[src/rtl/tse_pkg.sv]
// Shared types, constants and the microcode program of the Taylor series evaluator.
`default_nettype none
package tse_pkg;

   localparam int FRAC_BITS = 28;
   localparam int X_W       = 30;
   localparam int Q_W       = 32;
   localparam int CMD_W     = 2;
   localparam int CSR_W     = 6;
   localparam int TIDX_W    = 5;
   localparam int RND_W     = 34;
   localparam int PROD_W    = 64;

   localparam logic [CSR_W-1:0]  NUM_TERMS_RST = 6'd20;
   localparam logic [Q_W-1:0]    ONE_Q         = 32'h1000_0000;
   localparam logic [Q_W-1:0]    Q_MAX         = 32'h7FFF_FFFF;
   localparam logic [Q_W-1:0]    Q_MIN         = 32'h8000_0000;
   localparam logic [PROD_W-1:0] HALF_Q        = 64'd1 << (FRAC_BITS - 1);

   typedef enum logic [CMD_W-1:0] {
      CMD_SIN = 2'd0,
      CMD_COS = 2'd1,
      CMD_EXP = 2'd2,
      CMD_LN  = 2'd3
   } cmd_type;

   typedef enum logic [3:0] {
      OP_NOP,
      OP_ACCEPT,
      OP_X2_MUL,
      OP_X2_RND,
      OP_EMIT,
      OP_TERM_MUL,
      OP_TERM_RND,
      OP_SCALE,
      OP_DIV_LOAD,
      OP_DIV_STEP,
      OP_UPDATE
   } op_type;

   typedef enum logic [1:0] {
      COND_NONE,
      COND_ALWAYS,
      COND_LAST,
      COND_DIV_MORE
   } cond_type;

   typedef enum logic [3:0] {
      ST_IDLE     = 4'd0,
      ST_X2_MUL   = 4'd1,
      ST_X2_RND   = 4'd2,
      ST_EMIT     = 4'd3,
      ST_MUL      = 4'd4,
      ST_RND      = 4'd5,
      ST_SCALE    = 4'd6,
      ST_DIV_LOAD = 4'd7,
      ST_DIV      = 4'd8,
      ST_UPDATE   = 4'd9
   } step_type;

   typedef struct packed {
      op_type   op;
      cond_type cond;
      step_type target;
   } ucode_type;

   typedef struct packed {
      op_type op;
   } seq_ctrl_type;

   typedef struct packed {
      logic hold;
      logic last;
      logic div_more;
   } seq_status_type;

   function automatic ucode_type ucode_rom(step_type step);
      ucode_type w;
      unique case (step)
         ST_IDLE:     w = '{op: OP_ACCEPT,   cond: COND_NONE,     target: ST_IDLE};
         ST_X2_MUL:   w = '{op: OP_X2_MUL,   cond: COND_NONE,     target: ST_IDLE};
         ST_X2_RND:   w = '{op: OP_X2_RND,   cond: COND_NONE,     target: ST_IDLE};
         ST_EMIT:     w = '{op: OP_EMIT,     cond: COND_LAST,     target: ST_IDLE};
         ST_MUL:      w = '{op: OP_TERM_MUL, cond: COND_NONE,     target: ST_IDLE};
         ST_RND:      w = '{op: OP_TERM_RND, cond: COND_NONE,     target: ST_IDLE};
         ST_SCALE:    w = '{op: OP_SCALE,    cond: COND_NONE,     target: ST_IDLE};
         ST_DIV_LOAD: w = '{op: OP_DIV_LOAD, cond: COND_NONE,     target: ST_IDLE};
         ST_DIV:      w = '{op: OP_DIV_STEP, cond: COND_DIV_MORE, target: ST_DIV};
         ST_UPDATE:   w = '{op: OP_UPDATE,   cond: COND_ALWAYS,   target: ST_EMIT};
         default:     w = '{op: OP_NOP,      cond: COND_ALWAYS,   target: ST_IDLE};
      endcase
      return w;
   endfunction

endpackage
`default_nettype wire

[src/rtl/taylor_series_evaluator_unit.sv]
// Top level of the Taylor series evaluator for sin, cos, exp and ln(1+x).
//
// An item on the req_ channel carries a function code and a Q1.28 argument.
// For each item the block returns num_terms results (clamped to 1..MAX_TERMS)
// on the rsp_ channel, one per series term, with the term index, the term, the
// saturating partial sum and a last flag on the final term. The csr_ channel
// writes num_terms; it is always ready and is meant to be written between
// items. A microcode sequencer drives one 32x32 multiplier and a restoring
// divider. After an accepted item the x-squared multiply and round steps run,
// then emit loads the first result. Each further term runs the multiply, round,
// scale, divider load, divide and update steps, then emit; the divider retires
// one quotient bit a cycle from a 40-bit dividend with the default MAX_TERMS
// of 32. The next item is accepted as soon as the last result sits in the
// output register. When rsp_stall is high while a result is valid, the result
// register holds and the sequencer waits at its emit step. Reset returns the
// sequencer to idle, drops rsp_valid and sets num_terms to 20.
`default_nettype none
module taylor_series_evaluator_unit
   import tse_pkg::*;
#(
   parameter int MAX_TERMS = 32
) (
   input  wire logic              clock,
   input  wire logic              reset,
   input  wire logic              req_valid,
   output      logic              req_stall,
   input  wire logic [CMD_W-1:0]  req_command,
   input  wire logic [X_W-1:0]    req_x_value,
   output      logic              rsp_valid,
   input  wire logic              rsp_stall,
   output      logic [TIDX_W-1:0] rsp_term_index,
   output      logic [Q_W-1:0]    rsp_term_value,
   output      logic [Q_W-1:0]    rsp_partial_sum,
   output      logic              rsp_last,
   input  wire logic              csr_valid,
   output      logic              csr_ready,
   input  wire logic [CSR_W-1:0]  csr_wdata
);

   seq_ctrl_type   ctrl;
   seq_status_type status;

   tse_sequencer u_sequencer (
      .clock  (clock),
      .reset  (reset),
      .status (status),
      .ctrl   (ctrl)
   );

   tse_datapath #(
      .MAX_TERMS (MAX_TERMS)
   ) u_datapath (
      .clock           (clock),
      .reset           (reset),
      .ctrl            (ctrl),
      .status          (status),
      .req_valid       (req_valid),
      .req_stall       (req_stall),
      .req_command     (req_command),
      .req_x_value     (req_x_value),
      .rsp_valid       (rsp_valid),
      .rsp_stall       (rsp_stall),
      .rsp_term_index  (rsp_term_index),
      .rsp_term_value  (rsp_term_value),
      .rsp_partial_sum (rsp_partial_sum),
      .rsp_last        (rsp_last),
      .csr_valid       (csr_valid),
      .csr_ready       (csr_ready),
      .csr_wdata       (csr_wdata)
   );

endmodule
`default_nettype wire

[src/rtl/tse_divider.sv]
// Restoring divider that produces one quotient bit per cycle while step is high.
`default_nettype none
module tse_divider
   import tse_pkg::*;
#(
   parameter int NUM_W = 40,
   parameter int DEN_W = 12
) (
   input  wire logic             clock,
   input  wire logic             reset,
   input  wire logic             load,
   input  wire logic             step,
   input  wire logic [NUM_W-1:0] num,
   input  wire logic [DEN_W-1:0] den,
   output      logic [NUM_W-1:0] quotient,
   output      logic             more
);

   localparam int CNT_W = $clog2(NUM_W);

   logic [DEN_W-1:0] rem_ff, rem_in;
   logic [NUM_W-1:0] quo_ff, quo_in;
   logic [CNT_W-1:0] cnt_ff, cnt_in;
   logic [DEN_W:0]   shifted;
   logic [DEN_W:0]   diff;
   logic             ge;

   always_comb begin
      shifted = {rem_ff, quo_ff[NUM_W-1]};
      diff    = shifted - {1'b0, den};
      ge      = shifted >= {1'b0, den};
      rem_in  = rem_ff;
      quo_in  = quo_ff;
      cnt_in  = cnt_ff;
      if (load) begin
         rem_in = '0;
         quo_in = num;
         cnt_in = CNT_W'(NUM_W - 1);
      end else if (step) begin
         rem_in = ge ? diff[DEN_W-1:0] : shifted[DEN_W-1:0];
         quo_in = {quo_ff[NUM_W-2:0], ge};
         if (cnt_ff != '0) begin
            cnt_in = cnt_ff - CNT_W'(1);
         end
      end
   end

   always_ff @(posedge clock) begin
      if (reset) begin
         cnt_ff <= '0;
      end else begin
         cnt_ff <= cnt_in;
      end
   end

   always_ff @(posedge clock) begin
      rem_ff <= rem_in;
      quo_ff <= quo_in;
   end

   assign quotient = quo_ff;
   assign more     = cnt_ff != '0;

   assert property (@(posedge clock) disable iff (reset) step |=> rem_ff < den)
      else $error("Divider remainder is not below the divisor.");

endmodule
`default_nettype wire

[src/rtl/tse_sequencer.sv]
// Microcode sequencer: step counter, control word fetch and conditional jumps.
`default_nettype none
module tse_sequencer
   import tse_pkg::*;
(
   input  wire logic           clock,
   input  wire logic           reset,
   input  wire seq_status_type status,
   output      seq_ctrl_type   ctrl
);

   step_type  pc_ff, pc_in;
   ucode_type uword;
   logic      take;

   always_ff @(posedge clock) begin
      if (reset) begin
         pc_ff <= ST_IDLE;
      end else begin
         pc_ff <= pc_in;
      end
   end

   always_comb begin
      uword   = ucode_rom(pc_ff);
      ctrl.op = uword.op;
      unique case (uword.cond)
         COND_NONE:     take = 1'b0;
         COND_ALWAYS:   take = 1'b1;
         COND_LAST:     take = status.last;
         COND_DIV_MORE: take = status.div_more;
         default:       take = 1'b0;
      endcase
      if (status.hold) begin
         pc_in = pc_ff;
      end else if (take) begin
         pc_in = uword.target;
      end else begin
         pc_in = step_type'(pc_ff + 4'd1);
      end
   end

   assert property (@(posedge clock) disable iff (reset)
      (ctrl.op == OP_EMIT && !status.hold && status.last) |=> pc_ff == ST_IDLE)
      else $error("Sequencer did not return to idle after the last term.");

   assert property (@(posedge clock) disable iff (reset)
      (ctrl.op == OP_UPDATE) |=> pc_ff == ST_EMIT)
      else $error("Sequencer did not emit after a term update.");

endmodule
`default_nettype wire

[src/rtl/tse_datapath.sv]
// Datapath: argument and term registers, multiplier, rounding, scaling and output register.
`default_nettype none
module tse_datapath
   import tse_pkg::*;
#(
   parameter int MAX_TERMS = 32
) (
   input  wire logic                clock,
   input  wire logic                reset,
   input  wire seq_ctrl_type        ctrl,
   output      seq_status_type      status,
   input  wire logic                req_valid,
   output      logic                req_stall,
   input  wire logic [CMD_W-1:0]    req_command,
   input  wire logic [X_W-1:0]      req_x_value,
   output      logic                rsp_valid,
   input  wire logic                rsp_stall,
   output      logic [TIDX_W-1:0]   rsp_term_index,
   output      logic [Q_W-1:0]      rsp_term_value,
   output      logic [Q_W-1:0]      rsp_partial_sum,
   output      logic                rsp_last,
   input  wire logic                csr_valid,
   output      logic                csr_ready,
   input  wire logic [CSR_W-1:0]    csr_wdata
);

   localparam int IDX_W = $clog2(MAX_TERMS);
   localparam int NUM_W = RND_W + IDX_W + 1;
   localparam int DEN_W = 2 * IDX_W + 2;

   logic [CSR_W-1:0]         num_terms_ff, num_terms_in;
   cmd_type                  cmd_ff, cmd_in;
   logic signed [X_W-1:0]    x_ff, x_in;
   logic [IDX_W-1:0]         idx_ff, idx_in;
   logic [IDX_W-1:0]         last_idx_ff, last_idx_in;
   logic signed [Q_W-1:0]    term_ff, term_in;
   logic signed [Q_W-1:0]    sum_ff, sum_in;
   logic signed [Q_W-1:0]    x2_ff, x2_in;
   logic signed [PROD_W-1:0] prod_ff, prod_in;
   logic [NUM_W-1:0]         mag_ff, mag_in;
   logic                     neg_ff, neg_in;
   logic [DEN_W-1:0]         den_ff, den_in;
   logic                     rsp_valid_ff, rsp_valid_in;
   logic [TIDX_W-1:0]        rsp_index_ff, rsp_index_in;
   logic [Q_W-1:0]           rsp_term_ff, rsp_term_in;
   logic [Q_W-1:0]           rsp_sum_ff, rsp_sum_in;
   logic                     rsp_last_ff, rsp_last_in;

   logic signed [Q_W-1:0]    x_ext;
   logic signed [Q_W-1:0]    mul_a;
   logic signed [Q_W-1:0]    mul_b;
   logic signed [PROD_W-1:0] prod_raw;
   logic [PROD_W-1:0]        prod_mag;
   logic [PROD_W-1:0]        rnd_sum;
   logic [RND_W-1:0]         rnd_mag;
   logic [IDX_W:0]           scale;
   logic [NUM_W+IDX_W:0]     scaled;
   logic [IDX_W+1:0]         i2;
   logic [2*IDX_W+3:0]       den_wide;
   logic [7:0]               n_ext;
   logic [7:0]               n_clamp;
   logic [NUM_W-1:0]         div_num;
   logic [NUM_W-1:0]         div_quo;
   logic                     div_more;
   logic [NUM_W:0]           quo_signed;
   logic                     quo_fits;
   logic signed [Q_W-1:0]    new_term;
   logic signed [Q_W:0]      sum_wide;
   logic [IDX_W+TIDX_W-1:0]  idx_wide;
   logic                     is_last;
   logic                     accept;
   logic                     emit;
   logic                     hold;
   logic [Q_W-1:0]           term_init;

   tse_divider #(
      .NUM_W (NUM_W),
      .DEN_W (DEN_W)
   ) u_divider (
      .clock    (clock),
      .reset    (reset),
      .load     (ctrl.op == OP_DIV_LOAD),
      .step     (ctrl.op == OP_DIV_STEP),
      .num      (div_num),
      .den      (den_ff),
      .quotient (div_quo),
      .more     (div_more)
   );

   always_comb begin
      x_ext    = {{(Q_W - X_W){x_ff[X_W-1]}}, x_ff};
      is_last  = idx_ff == last_idx_ff;
      hold     = ((ctrl.op == OP_ACCEPT) && !req_valid) ||
                 ((ctrl.op == OP_EMIT) && rsp_valid_ff && rsp_stall);
      accept   = (ctrl.op == OP_ACCEPT) && req_valid;
      emit     = (ctrl.op == OP_EMIT) && !hold;

      if (ctrl.op == OP_X2_MUL) begin
         mul_a = x_ext;
         mul_b = x_ext;
      end else begin
         mul_a = (cmd_ff == CMD_SIN || cmd_ff == CMD_COS) ? x2_ff : x_ext;
         mul_b = term_ff;
      end
      prod_raw = mul_a * mul_b;

      prod_mag = prod_ff[PROD_W-1] ? PROD_W'(-prod_ff) : PROD_W'(prod_ff);
      rnd_sum  = prod_mag + HALF_Q;
      rnd_mag  = rnd_sum[FRAC_BITS+RND_W-1:FRAC_BITS];

      scale    = (cmd_ff == CMD_LN) ? ({1'b0, idx_ff} + (IDX_W+1)'(1)) : (IDX_W+1)'(1);
      scaled   = mag_ff * scale;

      i2 = {1'b0, idx_ff, 1'b0};
      unique case (cmd_ff)
         CMD_SIN: den_wide = (i2 + (IDX_W+2)'(3)) * (i2 + (IDX_W+2)'(2));
         CMD_COS: den_wide = (i2 + (IDX_W+2)'(1)) * (i2 + (IDX_W+2)'(2));
         CMD_EXP: den_wide = (2*IDX_W+4)'(idx_ff) + (2*IDX_W+4)'(1);
         CMD_LN:  den_wide = (2*IDX_W+4)'(idx_ff) + (2*IDX_W+4)'(2);
         default: den_wide = (2*IDX_W+4)'(1);
      endcase

      div_num = mag_ff + NUM_W'(den_ff >> 1);

      quo_signed = neg_ff ? -{1'b0, div_quo} : {1'b0, div_quo};
      quo_fits   = quo_signed[NUM_W:Q_W-1] == {(NUM_W - Q_W + 2){quo_signed[NUM_W]}};
      if (quo_fits) begin
         new_term = quo_signed[Q_W-1:0];
      end else begin
         new_term = quo_signed[NUM_W] ? Q_MIN : Q_MAX;
      end
      sum_wide = {sum_ff[Q_W-1], sum_ff} + {new_term[Q_W-1], new_term};

      n_ext = {{(8 - CSR_W){1'b0}}, num_terms_ff};
      if (n_ext == 8'd0) begin
         n_clamp = 8'd1;
      end else if (n_ext > 8'(MAX_TERMS)) begin
         n_clamp = 8'(MAX_TERMS);
      end else begin
         n_clamp = n_ext;
      end

      term_init = (cmd_type'(req_command) == CMD_SIN || cmd_type'(req_command) == CMD_LN) ?
                  {{(Q_W - X_W){req_x_value[X_W-1]}}, req_x_value} : ONE_Q;
      idx_wide  = {{TIDX_W{1'b0}}, idx_ff};

      num_terms_in = (csr_valid && csr_ready) ? csr_wdata : num_terms_ff;
      cmd_in       = cmd_ff;
      x_in         = x_ff;
      idx_in       = idx_ff;
      last_idx_in  = last_idx_ff;
      term_in      = term_ff;
      sum_in       = sum_ff;
      x2_in        = x2_ff;
      prod_in      = prod_ff;
      mag_in       = mag_ff;
      neg_in       = neg_ff;
      den_in       = den_ff;
      rsp_index_in = rsp_index_ff;
      rsp_term_in  = rsp_term_ff;
      rsp_sum_in   = rsp_sum_ff;
      rsp_last_in  = rsp_last_ff;
      rsp_valid_in = rsp_valid_ff && rsp_stall;

      unique case (ctrl.op)
         OP_ACCEPT: begin
            if (accept) begin
               cmd_in      = cmd_type'(req_command);
               x_in        = req_x_value;
               idx_in      = '0;
               last_idx_in = IDX_W'(n_clamp - 8'd1);
               term_in     = term_init;
               sum_in      = term_init;
            end
         end
         OP_X2_MUL, OP_TERM_MUL: begin
            prod_in = prod_raw;
            den_in  = den_wide[DEN_W-1:0];
         end
         OP_X2_RND: begin
            x2_in = Q_W'(rnd_mag);
         end
         OP_TERM_RND: begin
            mag_in = NUM_W'(rnd_mag);
            neg_in = prod_ff[PROD_W-1] ^ (cmd_ff != CMD_EXP);
         end
         OP_SCALE: begin
            mag_in = scaled[NUM_W-1:0];
         end
         OP_UPDATE: begin
            term_in = new_term;
            if (sum_wide[Q_W] != sum_wide[Q_W-1]) begin
               sum_in = sum_wide[Q_W] ? Q_MIN : Q_MAX;
            end else begin
               sum_in = sum_wide[Q_W-1:0];
            end
            idx_in = idx_ff + IDX_W'(1);
         end
         OP_EMIT: begin
            if (emit) begin
               rsp_valid_in = 1'b1;
               rsp_index_in = idx_wide[TIDX_W-1:0];
               rsp_term_in  = term_ff;
               rsp_sum_in   = sum_ff;
               rsp_last_in  = is_last;
            end
         end
         default: begin
         end
      endcase
   end

   always_ff @(posedge clock) begin
      if (reset) begin
         num_terms_ff <= NUM_TERMS_RST;
         rsp_valid_ff <= 1'b0;
      end else begin
         num_terms_ff <= num_terms_in;
         rsp_valid_ff <= rsp_valid_in;
      end
   end

   always_ff @(posedge clock) begin
      cmd_ff       <= cmd_in;
      x_ff         <= x_in;
      idx_ff       <= idx_in;
      last_idx_ff  <= last_idx_in;
      term_ff      <= term_in;
      sum_ff       <= sum_in;
      x2_ff        <= x2_in;
      prod_ff      <= prod_in;
      mag_ff       <= mag_in;
      neg_ff       <= neg_in;
      den_ff       <= den_in;
      rsp_index_ff <= rsp_index_in;
      rsp_term_ff  <= rsp_term_in;
      rsp_sum_ff   <= rsp_sum_in;
      rsp_last_ff  <= rsp_last_in;
   end

   assign status = '{hold: hold, last: is_last, div_more: div_more};

   assign req_stall       = ctrl.op != OP_ACCEPT;
   assign csr_ready       = 1'b1;
   assign rsp_valid       = rsp_valid_ff;
   assign rsp_term_index  = rsp_index_ff;
   assign rsp_term_value  = rsp_term_ff;
   assign rsp_partial_sum = rsp_sum_ff;
   assign rsp_last        = rsp_last_ff;

   assert property (@(posedge clock) disable iff (reset)
      (ctrl.op == OP_UPDATE) |-> !is_last)
      else $error("Term update past the last term of the item.");

   assert property (@(posedge clock) disable iff (reset)
      $rose(rsp_valid_ff) |-> $past(ctrl.op == OP_EMIT))
      else $error("Result register loaded outside an emit step.");

endmodule
`default_nettype wire

[config.mk]
export PLATFORM = sky130hd
export DESIGN_NAME = taylor_series_evaluator_unit
export DESIGN_NICKNAME = d
export VERILOG_FILES = /design/src/rtl/tse_pkg.sv /design/src/rtl/taylor_series_evaluator_unit.sv /design/src/rtl/tse_divider.sv /design/src/rtl/tse_sequencer.sv /design/src/rtl/tse_datapath.sv
export SDC_FILE = /design/constraint.sdc
export NUM_CORES = 2
export LEC_CHECK = 0
export ABC_AREA = 1
export BUFFER_PORTS_ARGS = -buffer_cell sky130_fd_sc_hd__buf_2
export CORE_MARGIN = 5
export CORE_UTILIZATION = 48
export CTS_CLUSTER_DIAMETER = 150
export DETAILED_ROUTE_END_ITERATION = 16
export HOLD_SLACK_MARGIN = 0.02
export SLEW_MARGIN = 0
export SYNTH_ARGS = -nofsm -noshare
export SYNTH_HDL_FRONTEND = slang
export SYNTH_HIERARCHICAL = 1
export SYNTH_SLANG_ARGS = --single-unit
[constraint.sdc]
create_clock -name clock -period 11.4 [get_ports clock]
set_input_delay 2.28 -clock clock [delete_from_list [all_inputs] [get_ports clock]]
set_output_delay 2.28 -clock clock [all_outputs]
set_load 0.05 [all_outputs]
; ---- Word-level counts from Yosys, hierarchy flattened
; Memories as Yosys holds them, arrays and structs flattened. A register that Yosys moved wholly into a read port is not among the register bits.
; Index checks and enable logic that the tools add are counted.
[totals]
n_memories = 1
register_bits = 394
romBits = 144
in_bits = 43
word_cells = 128
[memory_table]
columns = name, depth, word_bits, rd, rd_ports_with_merged_regs, wr, line_no
row1 = (no name shown), 16, 9, 1, 1, 0, tse_pkg.sv:79  ; unique case (step)
[classes]
multipliers = 4
muxes = 32
add_sub_neg = 16
order_cmp = 2
reduce_logical = 27
n_bitwise = 1
n_eq_ne = 23
[op_table]
columns = operator, n
row1 = $mux W32, 9
row2 = $pmux W32 S2, 2
row3 = $mux W40, 2
row4 = $pmux W40 S2, 1
row5 = $mul A32 B32 Y64, 1
row6 = $add A62 B28 Y62 const B, 1
row7 = $mux W62, 1
row8 = $neg A62 Y62, 1
row9 = $pmux W12 S4, 1
row10 = $mux W41, 1
row11 = $neg A40 Y41, 1
row12 = $add A40 B11 Y40, 1
row13 = $mul A40 B6 Y40, 1
row14 = $add A32 B32 Y33, 1
row15 = $mul A14 B14 Y12, 2
row16 = $mux W6, 4
row17 = $eq A4 B3 Y1 const B, 4
row18 = $mux W5, 3
row19 = $add A6 B2 Y7 const B, 2
row20 = $ge A13 B12 Y1, 1
row21 = $add A5 B1 Y6 const B, 2
row22 = $eq A4 B4 Y1 const B, 3
row23 = $mux W12, 1
row24 = $mux W4, 3
row25 = other kinds (31), 56

; ---- Depth between registers and ports, before layout
[depth]
ltp_word = 8
ltp_mapped = 41
ltp_nobuf = 38

; ---- By module
; Netlist, hierarchy kept.
[by_module_without_submodules]
columns = module, n_inst, seq_area_each_um2, area_per_inst_um2, cells_each
row1 = tse_datapath, 1, 9869.5, 63618.5, 7601
row2 = tse_divider, 1, 1561.5, 3443.3, 455
row3 = tse_sequencer, 1, 240.2, 649.4, 83

; ---- Worst setup path after synthesis
; No wires, ideal clock.
[synth_path]
path_kind = reg-to-reg
from = reg, netlist name u_sequencer/uword[7]
to = reg u_datapath.prod_ff[61], data pin
stages_incl_launch_ff = 36
path_slack_ns = 2.876
n_path_buf = 3
setup_ns = 0.258
arrival_ns = 8.266
required_ns = 11.142
cell_sequence = dfxtp_1 buf_4 inv_1 nor2_1 inv_2 nor2_8 nor2_2 buf_2 nor2_1 a21oi_2 clkbuf_1 nor2_1 fa_1 fa_1 fa_1 fa_1 inv_1 fa_1 inv_1 fa_1 inv_1 fa_1 inv_1 fa_1 ha_1 nand2_1 nor2_1 inv_1 nor2_1 inv_1 nor3_1 nand4_1 o21ai_0 nand2_1 nand2_1 xor2_1
[synth_between]
elab_chain_len = 3
word_cells_on_any_way = 4
[synth_rtl]
columns = item, line_no
row1 = $eq A4 B2 Y1 (*), tse_datapath.sv:98  ; if (ctrl.op == OP_X2_MUL) begin
row2 = $mux W32, tse_datapath.sv:98
row3 = $mul A32 B32 Y64 (*), tse_datapath.sv:105  ; prod_raw = mul_a * mul_b;
row4 = net u_datapath.prod_raw[61], tse_datapath.sv:52  ; logic signed [PROD_W-1:0] prod_raw;
row5 = end signal: assignment, tse_datapath.sv:231  ; prod_ff <= prod_in;
row6 = end: declaration, tse_datapath.sv:39  ; logic signed [PROD_W-1:0] prod_ff, prod_in;
; Mark *: on every way through the listed nets, which the timed path passes. The rest lies on a longest branch.
; A chain may end at the register's enable or synchronous reset.

; ---- Worst setup path after layout
[layout_path]
from = reg, netlist name u_sequencer/uword[7]
to = reg u_datapath.prod_ff[55], data pin
[layout_between]
elab_chain_len = 3
word_cells_on_any_way = 4
[layout_rtl]
columns = item, line_no
row1 = $eq A4 B2 Y1 (*), tse_datapath.sv:98
row2 = $mux W32, tse_datapath.sv:98
row3 = $mul A32 B32 Y64 (*), tse_datapath.sv:105
row4 = net u_datapath.prod_raw[55], tse_datapath.sv:52
; Marked as above.

==> impl_metrics.ini <==
[global_routing]
antenna_found_initial = 8
grt_pass1_vias = 57129
grt-ovfl-total = 0
grt_max_degree = 71
grt_pass1_wl_um = 360000
grt_usage_pct = 32.5

[clock_network]
clk_latency_ns = 0.61
cts_tree = done
cts_buffer_depth = 3
clkTransAtPathRegs_ns = 0.07
root_buffer = clkbuf_16
cts.sinks = 401
htree_num_levels = 2
cts_resized = 0
cts_inserted_buffers = 44
cts_setup_buffers = 0
ctsHoldBuffers = 0

[critical_path]
r2r_setup_slack_ns = 0.77
reg2regPathDepth = 30
timing_worst_setup_path_type = flop to flop
cp_max_fo = 23
cp-start-kind = flop
crit_path_frequent_cell = fa_1
crit_required_ns = 11.81
cp_data_arrival_time_ns = 11.04
max_stage_delay_ns = 0.95
cpMaxStageDelayCell = mux2i_2
timing.rr.end = u_datapath/prod_ff[55]
cp-end-kind = flop
reg2reg_from = u_sequencer/uword[7]

[logic_synthesis]
synth_common_cells = 1885 x nand2_1, 1655 x inv_1, 1252 x fa_1
synth_top_area_share_pct = 37.0
synth_nets = 9774
yosysMostFrequentCell = nand2_1
ys_top_cells_by_area = fa_1 37%, edfxtp_1 16%, nand2_1 10%, inv_1 9.2%, ha_1 6.3%
synth_edf_count = 364
async_reset_ff_share_pct = 0
syn_avg_cell_area_um2 = 8.32
ys_seq_elements = 401
synth.cell_area_mm2 = 0.0677
ys_seq_area_share_pct = 17.2
ys_types = 69
synth_flop_cell = edfxtp_1
yosysTopAreaCell = fa_1
syn_inst = 8139
ys_warn_count = 6

[place]
gp_congestion = 1.04
numPortBuffers = 114
hpwlAfterDp_um = 197000

[drt]
viasPerCell = 5.42
drcViolationCount = 0
drt_iter0_markers = 4790
vias = 54677
wl_per_cell_um = 23.6
drt_wl_total_um = 238000
ant_nets = 0
first_pass_iters = 6

[timing]
fin_skew_ns = 0.0267
setup_viol = 0
fmax_mhz = 94.1
final-max-slew-violation-count = 5
finalHoldViolations = 0
worst_pin_slew_ns = 1.55
fin_crit_sh_pct = 93.3
rsz0062_at_grt = false
fin_tns_setup_ns = 0
fin_crit_ns = 10.63
max-slew-margin-rel_pct = -4.53

[die]
start_util_pct = 48.4
die_x_um = 386
die_height_um = 386
core_mm2 = 0.140
die_area_mm2 = 0.149
io_pins = 116
rows = 137

[status]
status = complete, but fails checks
violations = capacitance limit, slew limit

[worst_hold_path]
whs_path_depth = 2
min_to = u_datapath/u_divider/rem_ff[9]
hp-start = u_datapath/u_divider/rem_ff[9]
min_path_type = flop to flop

[finish]
layout-drive-gt1-share_pct = 6.36
nets = 9805
area_growth_pct = 6.76
nFillCells = 13689

[job]
maxCapViolations = 1
-- critical path: cells and delay by family (launching register included) --
family                   cells  cell delay (ns)
AND/OR/NAND/NOR             11             1.96
flip-flops                   1             0.35
buffers and inverters        5             1.36
AO/OA/AOI/OAI                3             0.90
XOR/XNOR                     1             0.29
adder cells (fa/ha/maj)      9             4.53
multiplexers                 1             0.95
-- registers in the layout, summed over array words and instances, names as in the netlist, 5 cells and up --
| signal | flops |
|---|---|
| u_datapath/u_divider/rem_ff | 12 |
| u_datapath/rsp_term_value | 32 |
| u_datapath/x2_ff | 32 |
| u_datapath/prod_ff | 63 |
| u_datapath/mag_ff | 40 |
| u_datapath/num_terms_ff | 6 |
| u_datapath/sum_ff | 32 |
| u_sequencer/uword | 8 |
| u_datapath/u_divider/quotient | 40 |
| u_datapath/rsp_term_index | 5 |
| u_datapath/rsp_partial_sum | 32 |
| u_datapath/x_ff | 30 |
| u_datapath/den_ff | 12 |
| u_datapath/last_idx_ff | 5 |
| u_datapath/u_divider/cnt_ff | 6 |
| u_datapath/term_ff | 32 |
| u_datapath/idx_ff | 5 |
-- final cells by class --
class / instances / area [um^2] / share of cell area, %
tap: 1876 / 2350 / 3.25
inverter: 1686 / 6330 / 8.76
antenna: 6 / 15.0 / 0.0208
sequential: 401 / 11700 / 16.1
timing repair buffer: 253 / 1660 / 2.30
clock inverter: 33 / 368 / 0.509
multi-input combinational: 5784 / 48800 / 67.4
clock buffer: 48 / 1140 / 1.57
-- worst max-delay path by stage --
| stage | depth (start not counted) | from | to | slack (ns) |
|---|---|---|---|---|
| 5_1_grt | 30 | u_sequencer/uword[7] | u_datapath/prod_ff[55] | 0.52 |
| 3_5_place_dp | 30 | u_sequencer/uword[7] | u_datapath/prod_ff[55] | 0.84 |
| 4_1_cts | 30 | u_sequencer/uword[7] | u_datapath/prod_ff[55] | 0.73 |
| 3_3_place_gp | 30 | u_sequencer/uword[7] | u_datapath/prod_ff[55] | 0.55 |
| 2_1_floorplan | 35 | u_sequencer/uword[7] | u_datapath/prod_ff[61] | 2.88 |
| 6_report | 30 | u_sequencer/uword[7] | u_datapath/prod_ff[55] | 0.77 |
-- per-stage QoR --
stage                     instances  hold slack, ns  util (%)  cell area, um^2  worst slack, ns
after CTS                     10081           0.477      51.7            72300            0.728
after floorplan                8139           0.427         -            67700             2.88
after detailed placement      10000           0.465      50.6            70800            0.843
after global placement        10000           0.466      50.6            70800            0.547
final                         10087           0.474      51.7            72300            0.769
after global routing          10081           0.483      51.7            72300            0.519
-- layout by cell type (no fill, tap or decap), drive strengths merged, types with 18 or more instances in the layout --
cell type  netlist  layout
a21o            18      18
edfxtp         364     364
mux2i           29      29
nor3            48      48
xnor2           90      90
nand2         1903    1903
a31oi           23      23
a21oi          200     200
inv           1679    1680
ha             340     340
fa            1252    1252
o21ai          149     149
clkbuf         183      48
xor2           155     155
nand3          305     305
clkinv           7      26
nor2          1084    1084
nand4           60      60
dfxtp           37      37
buf             85     253
-- routing by layer --
layer	track usage [%]	vias up	routed length, um
met3	5.14	517	18700
met1	42.5	27304	93500
met5	0	-	21
li1	-	24483	-
met4	16.3	4	15100
met2	52.9	2369	110000
-- logic make-up (layout without fill, tap and decap cells) --
group,count (synthesis),count (layout),synth area share [%]
mux,29,29,0.451
fa+ha+maj,1592,1592,43.3
compound gates,462,462,3.87
flops,401,401,17.2
xor+xnor,245,245,3.25
simple gates,3454,3454,20.8
other cells,2,8,0.0111
buf+inv,1954,2020,11.1
Power is not shown: default switching activity piles up to over one toggle a cycle in this logic, so the estimate is an artifact.
